===== config.mk =====
export PLATFORM = sky130hd
export DESIGN_NAME = mpa_ctrl
export DESIGN_NICKNAME = d
export VERILOG_FILES = /design/src/design/mpa_pkg.sv /design/src/design/mpa_ctrl.sv
export SDC_FILE = /design/constraint.sdc
export NUM_CORES = 1
export LEC_CHECK = 0
export BUFFER_PORTS_ARGS = -buffer_cell sky130_fd_sc_hd__buf_2
export CAP_MARGIN = 20
export CORE_AREA = 2 2 39 41
export DETAILED_ROUTE_END_ITERATION = 8
export DIE_AREA = 0 0 41 43
export SYNTH_ARGS = -nofsm -noshare
export SYNTH_HDL_FRONTEND = slang
export SYNTH_SLANG_ARGS = --single-unit

===== constraint.sdc =====
create_clock -name clk -period 1.5 [get_ports clk]
set_clock_uncertainty 0.2 [all_clocks]
set_input_delay 0.15 -clock clk [delete_from_list [all_inputs] [get_ports clk]]
set_output_delay 0.15 -clock clk [all_outputs]
set_load 0.1 [all_outputs]

===== src/design/mpa_pkg.sv =====
// shared types and constants for the max pooling block
package mpa_pkg;

  localparam int unsigned REG_KERNEL_WIDTH  = 0;
  localparam int unsigned REG_KERNEL_HEIGHT = 1;
  localparam int unsigned REG_STRIDE_X      = 2;
  localparam int unsigned REG_STRIDE_Y      = 3;
  localparam int unsigned REG_IMAGE_WIDTH   = 4;
  localparam int unsigned REG_IMAGE_HEIGHT  = 5;

  localparam int unsigned CFG_INDEX_BITS = 3;
  localparam int unsigned CFG_DATA_BITS  = 11;
  localparam int unsigned SMALL_BITS     = 4;
  localparam int unsigned ROW_BITS       = 10;

  localparam int unsigned MAX_STRIDE = 8;
  localparam int unsigned MAX_HEIGHT = 1024;

  localparam logic [3:0]  RESET_KERNEL = 4'd2;
  localparam logic [3:0]  RESET_STRIDE = 4'd2;
  localparam logic [10:0] RESET_IMAGE  = 11'd1024;

  typedef struct packed {
    logic write;  // store the accepted pixel and advance the counters
    logic step;   // issue one window read
    logic load;   // move the window result to the output register
  } cmd_t;

  typedef struct packed {
    logic fire;       // current pixel closes a window
    logic scan_last;  // read being issued is the last of the window
    logic out_free;   // output register can take a result
  } status_t;

endpackage


===== src/design/mpa_ctrl.sv =====
// controller state machine for pixel intake and window scan
module mpa_ctrl import mpa_pkg::*; (
  input  logic    clk,
  input  logic    rst,
  input  logic    in_valid,
  output logic    in_ready,
  input  status_t status,
  output cmd_t    cmd
);

  typedef enum logic [1:0] {
    ST_IDLE,
    ST_SCAN,
    ST_LAST,
    ST_PUT
  } state_t;

  state_t state;
  logic   accept;

  assign in_ready  = (state == ST_IDLE);
  assign accept    = in_valid && in_ready;
  assign cmd.write = accept;
  assign cmd.step  = (state == ST_SCAN);
  assign cmd.load  = (state == ST_PUT) && status.out_free;

  always_ff @(posedge clk) begin
    if (rst) begin
      state <= ST_IDLE;
    end else begin
      case (state)
        ST_IDLE: begin
          if (accept && status.fire) begin
            state <= ST_SCAN;
          end
        end
        ST_SCAN: begin
          if (status.scan_last) begin
            state <= ST_LAST;
          end
        end
        // last read data is compared in this cycle
        ST_LAST: state <= ST_PUT;
        ST_PUT: begin
          if (status.out_free) begin
            state <= ST_IDLE;
          end
        end
        default: state <= ST_IDLE;
      endcase
    end
  end

  a_fire_scan: assert property (@(posedge clk) disable iff (rst)
    accept && status.fire |=> state == ST_SCAN)
    else $error("firing pixel did not start a scan");

  a_plain_idle: assert property (@(posedge clk) disable iff (rst)
    accept && !status.fire |=> state == ST_IDLE)
    else $error("non firing pixel left idle");

  a_scan_end: assert property (@(posedge clk) disable iff (rst)
    state == ST_SCAN && status.scan_last |=> state == ST_LAST)
    else $error("scan overran its last read");

  a_last_put: assert property (@(posedge clk) disable iff (rst)
    state == ST_LAST |=> state == ST_PUT && !cmd.step)
    else $error("result stage skipped");

endmodule


==> run_results.csv <==
group,metric,value,unit
critical_path,crit_required,1.15,ns
timing,max_freq,0.6814,GHz
clock_network,clockBufferDepth,2,
timing,worst_pin_slew,0.1493,ns
yosys,synth_cell_types,14,
critical_path,crit_type,"reg2out",
cells_and_area,largest_reg_flops,2,
hold_path,holdCritPathClass,"in2reg",
die,dieArea,1763,um^2
clock_network,cts-root-buf,"clkbuf_4",
critical_path,critPathMaxFanout,4,
yosys,synth.avg_cell_area,9.235,um^2
place,gp_congestion,0.6230,
timing,rsz0062_at_grt,"true",
place,place_area,341.6,um^2
critical_path,end_kind,"primary output",
critical_path,cp_cell_sequence,"inv_4 > ha_4 > and2_4 > buf_12",
timing,maxSlewHeadroom,0.9000,
route,drc,0,
critical_path,critPathTopFamily,"flip-flops",
global_routing,grt_max_degree,5,
route,via_per_inst,3.563,
clock_network,cts_sinks,2,
route,firstDrtPassIters,2,
cells_and_area,area_delta_synth_final,92.26,%
global_routing,antenna_found_initial,0,
route,ant_nets,0,
clock_network,clk_pin_slew,0.03,ns
place,portBuffers,9,
clock_network,htree_levels,1,
timing,period_share,0.9784,
die,start_util,0.1401,
timing,final_max_slew_viol_count,0,
global_routing,grt_pass1_wl,662,um
place,dpl_worst_slack,0.05521,ns
cells_and_area,largest_register,"state",
yosys,synthMuxAreaShare,0.05161,
die,die_x,41,um
route,routed_wl,365,um
yosys,syn-cell-area,193.9,um^2
global_routing,gr-usage-all-layers,0.06012,
die,design.core.area,1384,um^2
yosys,synthAdderAreaFrac,0.2581,
clock_network,clk-insertion-delay-late,0.22,ns
yosys,ys_warn_count,0,
die,dieHeight,43,um
clock_network,cts_tree,"yes",
route,first_iter_violations,1,
critical_path,arrival,1.12,ns
cells_and_area,nets,44,
timing,hold_viol_final,0,
die,fp-row-count,14,
global_routing,grt_pass1_vias,173,
cells_and_area,layout-drive-gt1-share,0.6563,
clock_network,numCtsBuffers,3,
timing,period_minus_slack,1.468,ns
die,ioPinCount,10,
cells_and_area,reg_top3,"state (2)",
yosys,synthXorXnorAreaFrac,0,
run,drv_cap,0,
yosys,syn-instance-count,21,
yosys,synthSimpleGateAreaFrac,0.2839,
route,route.vias.total,171,
yosys,ys_seq_area_frac,0.2065,
yosys,synth_fp_nets,31,
yosys,synth_top_family_by_area,"simple AND/OR/NAND/NOR gates",
yosys,ys_ff_latch,2,
critical_path,cpPeakStageDelay,0.35,ns
clock_network,cts_setup_buffers,0,
critical_path,critPathLaunchType,"flip-flop",
timing,layout_setup_ws,0.03237,ns
global_routing,grt_overflow,0,
critical_path,crit_path_top_delay_cell,"dfxtp_4",
cells_and_area,insertedDiodeCount,0,
critical_path,crit_buf_inv,2,
route,routedWlPerCell,7.604,um
timing,setup_viol,0,
cells_and_area,finalInstanceArea,372.9,um^2
yosys,synth-compound-area-share,0.1226,
status,status,"completed",
## kinds of logic (layout without fill, tap and decap cells)
| kind of cell | after synthesis | count (layout) |
|---|---|---|
| AND/OR/NAND/NOR | 8 | 8 |
| adder cells (fa/ha/maj) | 4 | 4 |
| AO/OA/AOI/OAI | 3 | 3 |
| buffers and inverters | 3 | 14 |
| flip-flops | 2 | 2 |
| multiplexers | 1 | 1 |
## what timing repair did
action,in CTS,in global routing
endpoints found under the setup margin,0,2
hold buffers,0,0
gates resized for setup,0,4
hold endpoints to repair,0,0
## stage by stage
stage	setup TNS (ns)	instances	utilization	hold WS (ns)
after floorplan	-0.1520	21	-	0.09747
after global placement	0	45	0.2468	0.2328
after detailed placement	0	45	0.2468	0.2435
after CTS	0	48	0.2631	0.01026
after global routing	-0.01634	48	0.2694	0.02954
final	0	48	0.2694	0.007566
## cells in the mapped netlist (all sizes together)
cell type | count | area share
and3 | 1 | 0.058
mux2i | 1 | 0.052
dfxtp | 2 | 0.21
buf | 1 | 0.039
a31oi | 1 | 0.032
or2b | 1 | 0.039
nor2 | 1 | 0.019
ha | 4 | 0.26
nand2b | 3 | 0.097
o21a | 1 | 0.039
and2 | 2 | 0.071
a21bo | 1 | 0.052
inv | 2 | 0.039
## area by class of cell
class	instances	area, um^2
well taps	16	20.02
inverters	2	10.01
multi-input cells	16	167.7
fillers	150	1011
repair buffers	9	105.1
clock buffers	3	22.52
flip-flops and latches	2	47.55
## per-layer routing
layer | up-vias | global-route usage | share of wire
met5 | - | 0 | 0
met4 | 0 | 0.04000 | 0
met3 | 0 | 0.04712 | 0.090
met2 | 7 | 0.07500 | 0.48
met1 | 74 | 0.06709 | 0.43
li1 | 90 | - | -
## layout by cell type, fill, tap and decap left out
cell type | netlist | final
dfxtp_4 | 0 | 2
inv_4 | 0 | 1
inv_2 | 0 | 1
buf_12 | 0 | 4
buf_2 | 0 | 5
ha_4 | 0 | 2
and2_4 | 0 | 2
mux2i_1 | 1 | 1
nor2_1 | 1 | 1
o21a_1 | 1 | 1
nand2b_1 | 3 | 3
a21bo_1 | 1 | 1
ha_1 | 4 | 2
clkbuf_4 | 0 | 3
a31oi_1 | 1 | 1
and3_4 | 1 | 1
or2b_1 | 1 | 1
## worst paths after layout
check	cells after the start	end	slack, ns	startpoint
worst max-delay path	4	cmd[2]	0.03	state[1]
worst min-delay path	3	state[0]	0.008	rst
worst max register to register	4	state[0]	0.08	state[0]
worst min register to register	2	state[1]	0.32	state[1]
## worst register-to-register path, cell delays in order (launching register included)
cell	delay, ns
dfxtp_4	0.36
ha_1	0.16
or2b_1	0.24
and3_4	0.19
o21a_1	0.16
Power is left out: the tool's default activity adds up to more than one toggle a clock period on the data nets, which glitch-free logic cannot reach.
